### src/rtl/smeu_pkg.sv
// Shared types and constants of the stack machine execute unit.
`default_nettype none
package smeu_pkg;

	localparam int PROG_ADDR_BITS = 12;

	localparam logic [15:0] STEP_LIMIT_RESET = 16'd1000;
	localparam logic [15:0] STEP_COUNT_MAX   = 16'hFFFF;

	// Register index within the configuration space
	localparam logic REG_STEP_LIMIT = 1'b0;

	typedef enum logic [4:0] {
		OP_PUSH = 5'd0,  OP_POP  = 5'd1,  OP_DUP  = 5'd2,  OP_ADD  = 5'd3,
		OP_SUB  = 5'd4,  OP_MUL  = 5'd5,  OP_DIV  = 5'd6,  OP_JMP  = 5'd7,
		OP_JIT  = 5'd8,  OP_JIF  = 5'd9,  OP_CALL = 5'd10, OP_RET  = 5'd11,
		OP_EQ   = 5'd12, OP_GT   = 5'd13, OP_GE   = 5'd14, OP_LT   = 5'd15,
		OP_LE   = 5'd16, OP_NE   = 5'd17, OP_STO  = 5'd18, OP_RCL  = 5'd19,
		OP_END  = 5'd20, OP_PRN  = 5'd21, OP_STL  = 5'd22, OP_RCE  = 5'd23,
		OP_ALC  = 5'd24, OP_FRE  = 5'd25
	} opcode_t;

	typedef enum logic [2:0] {
		ERR_NONE      = 3'd0,
		ERR_DIV_ZERO  = 3'd1,
		ERR_UNDERFLOW = 3'd2,
		ERR_OVERFLOW  = 3'd3,
		ERR_CALL      = 3'd4,
		ERR_INDEX     = 3'd5,
		ERR_BUDGET    = 3'd6,
		ERR_OPCODE    = 3'd7
	} error_t;

	typedef struct packed {
		logic [4:0]         operation;
		logic signed [31:0] argument;
	} instr_t;

	typedef struct packed {
		logic [PROG_ADDR_BITS-1:0] next_address;
		logic                      print_valid;
		logic signed [31:0]        print_value;
		logic                      halted;
		logic [2:0]                error_code;
	} result_t;

	// Commands from the controller to the datapath
	typedef struct packed {
		logic capture;
		logic rd_a;
		logic rd_b;
		logic div_start;
		logic commit;
		logic wr2;
	} ctrl_cmd_t;

	// Status from the datapath to the controller
	typedef struct packed {
		logic need_div;
		logic div_done;
		logic out_free;
		logic need_wr2;
	} ctrl_sts_t;

endpackage
`default_nettype wire

### src/rtl/smeu_ctrl.sv
// Sequencer that steps one instruction through read, divide, commit and write-back.
`default_nettype none
module smeu_ctrl (
	input  wire logic                 clk,
	input  wire logic                 arst_n,
	input  wire logic                 cmd_valid,
	output logic                      cmd_ready,
	input  wire smeu_pkg::ctrl_sts_t  sts,
	output smeu_pkg::ctrl_cmd_t       ctl
);

	typedef enum logic [6:0] {
		S_IDLE = 7'b0000001,
		S_RD_A = 7'b0000010,
		S_RD_B = 7'b0000100,
		S_PREP = 7'b0001000,
		S_DIV  = 7'b0010000,
		S_EXEC = 7'b0100000,
		S_WR2  = 7'b1000000
	} state_t;

	state_t state_q;
	state_t state_nx;

	// Next state and commands
	always_comb begin
		state_nx = state_q;
		ctl      = '0;
		case (state_q)
			S_IDLE: begin
				if (cmd_valid) begin
					ctl.capture = 1'b1;
					state_nx    = S_RD_A;
				end
			end
			S_RD_A: begin
				ctl.rd_a = 1'b1;
				state_nx = S_RD_B;
			end
			S_RD_B: begin
				ctl.rd_b = 1'b1;
				state_nx = S_PREP;
			end
			S_PREP: begin
				if (sts.need_div) begin
					ctl.div_start = 1'b1;
					state_nx      = S_DIV;
				end else begin
					state_nx = S_EXEC;
				end
			end
			S_DIV: begin
				if (sts.div_done) begin
					state_nx = S_EXEC;
				end
			end
			S_EXEC: begin
				if (sts.out_free) begin
					ctl.commit = 1'b1;
					state_nx   = sts.need_wr2 ? S_WR2 : S_IDLE;
				end
			end
			S_WR2: begin
				ctl.wr2  = 1'b1;
				state_nx = S_IDLE;
			end
			default: begin
				state_nx = S_IDLE;
			end
		endcase
	end

	always_ff @(posedge clk or negedge arst_n) begin
		if (!arst_n) begin
			state_q <= S_IDLE;
		end else begin
			state_q <= state_nx;
		end
	end

	assign cmd_ready = (state_q == S_IDLE);

endmodule
`default_nettype wire

### config.mk
export PLATFORM = sky130hd
export DESIGN_NAME = smeu_ctrl
export DESIGN_NICKNAME = d
export VERILOG_FILES = /design/src/rtl/smeu_pkg.sv /design/src/rtl/smeu_ctrl.sv
export SDC_FILE = /design/constraint.sdc
export NUM_CORES = 1
export LEC_CHECK = 0
export ABC_AREA = 1
export ABC_CLOCK_PERIOD_IN_PS = 3100
export BUFFER_PORTS_ARGS = -buffer_cell sky130_fd_sc_hd__buf_2
export CAP_MARGIN = 0
export CORE_AREA = 5 5 42 44
export DETAILED_ROUTE_END_ITERATION = 12
export DIE_AREA = 0 0 47 49
export GPL_TIMING_DRIVEN = 0
export MAX_ROUTING_LAYER = met4
export SLEW_MARGIN = 30
export SYNTH_ARGS = -nofsm -noshare
export SYNTH_HDL_FRONTEND = slang
export SYNTH_SLANG_ARGS = --single-unit
### constraint.sdc
create_clock -name clk -period 3.1 [get_ports clk]
set_clock_uncertainty 0.15 [all_clocks]
set_input_delay 0.62 -clock clk [delete_from_list [all_inputs] [get_ports clk]]
set_output_delay 0.62 -clock clk [all_outputs]
set_load 0.01 [all_outputs]
==> reports/qor.csv, run 1 <==
metric,value,unit
drt_first_pass_iters,4,
remaining_drc_errors,0,
via_per_inst,4.32,
worstMarginPinSlew,194,ps
crit_chain,"nor2_2, nand2_4, nor2_2, inv_1, nor2_1, buf_2",
status,completed,
finalPower,0.445,mW
mostFrequentLayoutCells,"13 x buf_2, 12 x nand2_1, 11 x inv_1, 8 x nor2_1, 7 x nor2_2",
reg2reg_slack,1710,ps
cts_tree,built,
fin_crit_sh,0.690,
synth_top_family_by_area,simple AND/OR/NAND/NOR gates,
reg2regPathDepth,8,
leakage,0.320,nW
clk_pin_slew,50,ps
synth-simple-area-share,0.492,
dpl.cell_count,93,
crit_arrival,1370,ps
min_path_type,in -> async,
syn_avg_cell_area,7.62,µm²
critical_path_required,2330,ps
cp-end-kind,primary output,
slew_violations,0,
crit_fanout,8,
clock_latency,250,ps
crit_top_cell,nor2_2,
yosysSeqAreaShare,0.362,
antenna_cells,0,
critPathMaxStageDelay,400,ps
drt_iter0_drc,4,
fin_nets,89,
startpoint_type,flip-flop,
path_class,reg -> out,
worst_slack,960,ps
crit_slowest_cell,dfrtp_1,
ant_nets,0,
io_pins,14,
synth_area_leaders,"dfrtp_1 31%, nand2_1 9.2%, nor2_4 9.2%",
tns,0,ps
start_util,0.348,
routabilityCongestion,0.747,
fmax,467,MHz
die_area,2300,µm²
setup_viol,0,
r2r_end,state_q[5]$_DFFE_PN0P_,
synth_xor_area_frac,0,
crit_path_end,ctl[2],
period_needed,2140,ps
yosys_warnings,0,
synthCells,64,
synth_compound_area_frac,0.0538,
overflow,0,
clock-sinks,7,
via_count,419,
grt_max_degree,9,
ctsHoldBuffers,0,
h-tree-depth,1,
top_regs,state_q: 7 flops,
largest_register_ffs,7,
dpl.hpwl,731,µm
ys_types,17,
die_x,47,µm
grt_usage,0.0887,
slew-limit-headroom,0.869,
grt_pass1_wl,1440,µm
syn-num-nets,71,
rsz0062_at_grt,false,
cts_buffer_depth,2,
stdcell_count,97,
yosys.area.top_type,dfrtp_1,
fill_cells,159,
cts_resized,0,
final-hold-violation-count,0,
maxCapViolations,0,
grt_pass1_vias,398,
drive_gt1_frac,0.444,
ys_seq_elements,7,
cts_buffers,3,
synthAdderAreaFrac,0,
wl,845,µm
rows,14,
vdd_drop_max,0.390,mV
wl_per_cell,8.71,µm
root_buffer,clkbuf_4,
numPortBuffers,13,
final_common_cell,buf_2,
worstSetupStartpoint,state_q[5]$_DFFE_PN0P_,
largest_register,state_q,
syn-cell-area,488,µm²
die_h,49,µm
p_per_area,743,nW/µm²
synth.mux.area_fraction,0,
place_worst_setup_slack,1240,ps
antenna_found_initial,0,
rr_startpoint,state_q[5]$_DFFE_PN0P_,
area_growth_syn_to_layout,22.8,%
synth_top_area_frac,0.308,
cts_setup_buffers,0,
core,1400,µm²
-- logic make-up (layout without fill, tap and decap cells) --
kind of cell,Yosys count,count (layout)
DFF,7,7
and+or+nand+nor,42,42
AOI/OAI and AO/OA,3,3
buffers and inverters,12,29
-- area by class of cell --
cell class | instances | area (µm²) | share of cell area
Tap cell | 16 | 20.0 | 0.0334
Sequential cell | 7 | 176 | 0.294
Clock buffer | 4 | 26.3 | 0.0438
Timing Repair Buffer | 13 | 65.1 | 0.109
Inverter | 12 | 45.0 | 0.0752
Multi-Input combinational cell | 45 | 267 | 0.445
-- how the worst min path moves through the flow --
stage                                         to  depth (start not counted)  slack [ps]
after detailed placement  state_q[5]$_DFFE_PN0P_                          1         310
after global placement    state_q[5]$_DFFE_PN0P_                          1         310
after floorplan           state_q[1]$_DFFE_PN0P_                          0         170
final                     state_q[6]$_DFFE_PN0P_                          1          40
after global routing      state_q[5]$_DFFE_PN0P_                          1          40
after CTS                 state_q[5]$_DFFE_PN0P_                          1          40
-- layer usage --
metal | vias up | GRT usage | wire, µm
met4 | 0 | 0.0829 | 27
met1 | 175 | 0.108 | 369
met2 | 11 | 0.120 | 415
met3 | 4 | 0.0111 | 32
li1 | 229 | - | -
met5 | - | - | 0
-- critical path: cells and delay by family, from the launching register on --
kind	cells	cell delay [ps]
AND/OR/NAND/NOR	4	510
flip-flops	1	400
buffers and inverters	2	210
-- per-stage QoR --
step / utilization / cell area (µm²) / hold slack (ps)
floorplan: - / 488 / 174
global placement: 0.409 / 573 / 309
detailed placement: 0.409 / 573 / 312
CTS: 0.428 / 599 / 38.2
global route: 0.428 / 599 / 40.8
finish: 0.428 / 599 / 43.1
-- synth_stat cells, drive strengths merged --
| master | instances |
|---|---|
| o21ai | 1 |
| inv | 12 |
| nor2 | 19 |
| nand3 | 3 |
| nor3 | 3 |
| nand2 | 16 |
| dfrtp | 6 |
| a21oi | 1 |
| dfstp | 1 |
| nor4 | 1 |
| o22ai | 1 |
-- where the power goes --
part | internal, mW | total [mW] | switching, mW
registers | 0.117 | 0.141 | 0.0241
logic | 0.0858 | 0.222 | 0.136
clock network | 0.0491 | 0.0819 | 0.0329
(Power assumes the default switching activity.)
==> run 2: changes to the inputs <==
ABC_CLOCK_PERIOD_IN_PS = 2090   (was 3100)
clock period = 2.09 ns   (was 3.1 ns; I/O delays follow)
==> run 2 against run 1 <==
Worst setup slack got worse by 810 ps. Sequential power increased by 48%. Core utilization increased by 0.71 points. Sequential share of layout area decreased by 0.48 points. Cell area increased by 1.7%. Critical path type unchanged. Clock power increased by 49%. Non-clock buffer count increased by 1. Die area unchanged.
==> reports/qor.csv, run 2 (synthesis results as in run 1) <==
metric,value,unit,change
status,completed,,unchanged
slew-limit-headroom,0.869,,about the same
final-hold-violation-count,0,,unchanged
cts_buffers,3,,unchanged
setup_viol,0,,unchanged
remaining_drc_errors,0,,unchanged
fin_nets,90,,was 89
rsz0062_at_grt,false,,unchanged
cp-end-kind,primary output,,unchanged
crit_top_cell,nor2_2,,unchanged
grt_pass1_wl,1490,µm,was 1440 µm
tns,0,ps,unchanged
regArea,176,µm²,unchanged
critPathMaxStageDelay,400,ps,about the same
final_common_cell,buf_2,,unchanged
routedLengthMet1,372,µm,was 369 µm
antenna_cells,0,,unchanged
vdd_drop_max,0.577,mV,was 0.390 mV
die_h,49,µm,unchanged
cts_resized,0,,unchanged
crit_arrival,1370,ps,about the same
cts_buffer_depth,2,,unchanged
drt_first_pass_iters,4,,unchanged
fin_crit_sh,0.927,,
dr_wl_met3,32,µm,unchanged
multiInputGateArea,267,µm²,unchanged
dpl.cell_count,93,,unchanged
grt_pass1_vias,416,,was 398
top_regs,state_q: 7 flops,,unchanged
slew_violations,0,,unchanged
core,1400,µm²,unchanged
min_path_type,in -> reg,,was in -> async
design_area,609,µm²,was 599 µm²
area_growth_syn_to_layout,24.9,%,was 22.8%
maxCapViolations,0,,unchanged
mostFrequentLayoutCells,"13 x buf_2, 12 x nand2_1, 11 x inv_1, 8 x nor2_1, 7 x nor2_2",,unchanged
fmax,516,MHz,
dpl.hpwl,731,µm,unchanged
largest_register_ffs,7,,unchanged
largest_register,state_q,,unchanged
antenna_found_initial,0,,unchanged
worstMarginPinSlew,194,ps,about the same
clock_latency,250,ps,about the same
critical_path_required,1520,ps,was 2330 ps
grt_usage,0.0924,,was 0.0887
placed_cell_area,573,µm²,unchanged
crit_slowest_cell,dfrtp_1,,unchanged
numPortBuffers,13,,unchanged
leakage,0.324,nW,was 0.320 nW
via_per_inst,4.31,,was 4.32
io_pins,14,,unchanged
crit_fanout,8,,unchanged
highest_layer,met4,,unchanged
period_needed,1940,ps,
clk_pin_slew,50,ps,about the same
cts_tree,built,,unchanged
startpoint_type,flip-flop,,unchanged
overflow,0,,unchanged
wl,858,µm,was 845 µm
clock-sinks,7,,unchanged
ant_nets,0,,unchanged
wl_per_cell,8.76,µm,was 8.71 µm
root_buffer,clkbuf_4,,unchanged
die_area,2300,µm²,unchanged
rows,14,,unchanged
routabilityCongestion,0.747,,unchanged
met2_length,426,µm,was 415 µm
drt_iter0_drc,3,,was 4
start_util,0.348,,unchanged
stdcell_count,98,,was 97
p_per_area,1090,nW/µm²,was 743 nW/µm²
drive_gt1_frac,0.439,,was 0.444
fill_cells,159,,unchanged
grt_max_degree,9,,unchanged
path_class,reg -> out,,unchanged
final_core_utilization,0.435,,was 0.428
via_count,422,,was 419
h-tree-depth,1,,unchanged
die_x,47,µm,unchanged
crit_chain,"nor2_2, nand2_4, nor2_2, inv_1, nor2_1, buf_2",,unchanged
[run 2: metrics by stage]
stage | setup WS (ps) | hold slack, ps | power, mW
after floorplan | 513 | -27.6 | 0.475
after global placement | 413 | 107 | 0.547
after detailed placement | 431 | 110 | 0.548
after CTS | 141 | 249 | 0.677
after global routing | 50.3 | 260 | 0.727
final | 152 | 255 | 0.662
[run 2: routing by layer]
layer  GRT usage  vias up
met3      0.0111        4
met2       0.131       11
li1            -      230
met4      0.0829        0
met1       0.108      177
met5           -        -
[run 2: cell type report]
type,instances,share of cell area
multi-input combinational,45,0.437
sequential,7,0.290
timing repair buffer,14,0.123
inverter,12,0.0739
clock buffer,4,0.0431
tap,16,0.0329
[run 2: report_power, final]
part	internal, mW	total (mW)	switching (mW)
Sequential	0.173	0.209	0.0357
Combinational	0.128	0.331	0.202
Clock	0.0728	0.122	0.0490
[run 2: what timing repair did]
action / CTS / global route
hold buffers: 1 / 0
endpoints found under the hold margin: 6 / 0
buffers inserted: 0 / 0
[run 2: worst paths after layout]
kind,from,end,depth (start not counted),slack (ps)
worst max-delay path,state_q[5]$_DFFE_PN0P_,ctl[2],6,150
min in group asynchronous,arst_n,state_q[6]$_DFFE_PN0P_,2,380
max in group asynchronous,arst_n,state_q[0]$_DFFE_PN1P_,2,1170
worst min register to register,state_q[3]$_DFFE_PN0P_,state_q[2]$_DFFE_PN0P_,3,460
worst min-delay path,sts[0],state_q[6]$_DFFE_PN0P_,3,250
worst max register to register,state_q[5]$_DFFE_PN0P_,state_q[5]$_DFFE_PN0P_,8,710
[run 2: critical path, delay by kind of cell, from the launching register on]
family | cells | cell delay, ps
flip-flops | 1 | 400
AND/OR/NAND/NOR | 4 | 520
buffers and inverters | 2 | 210
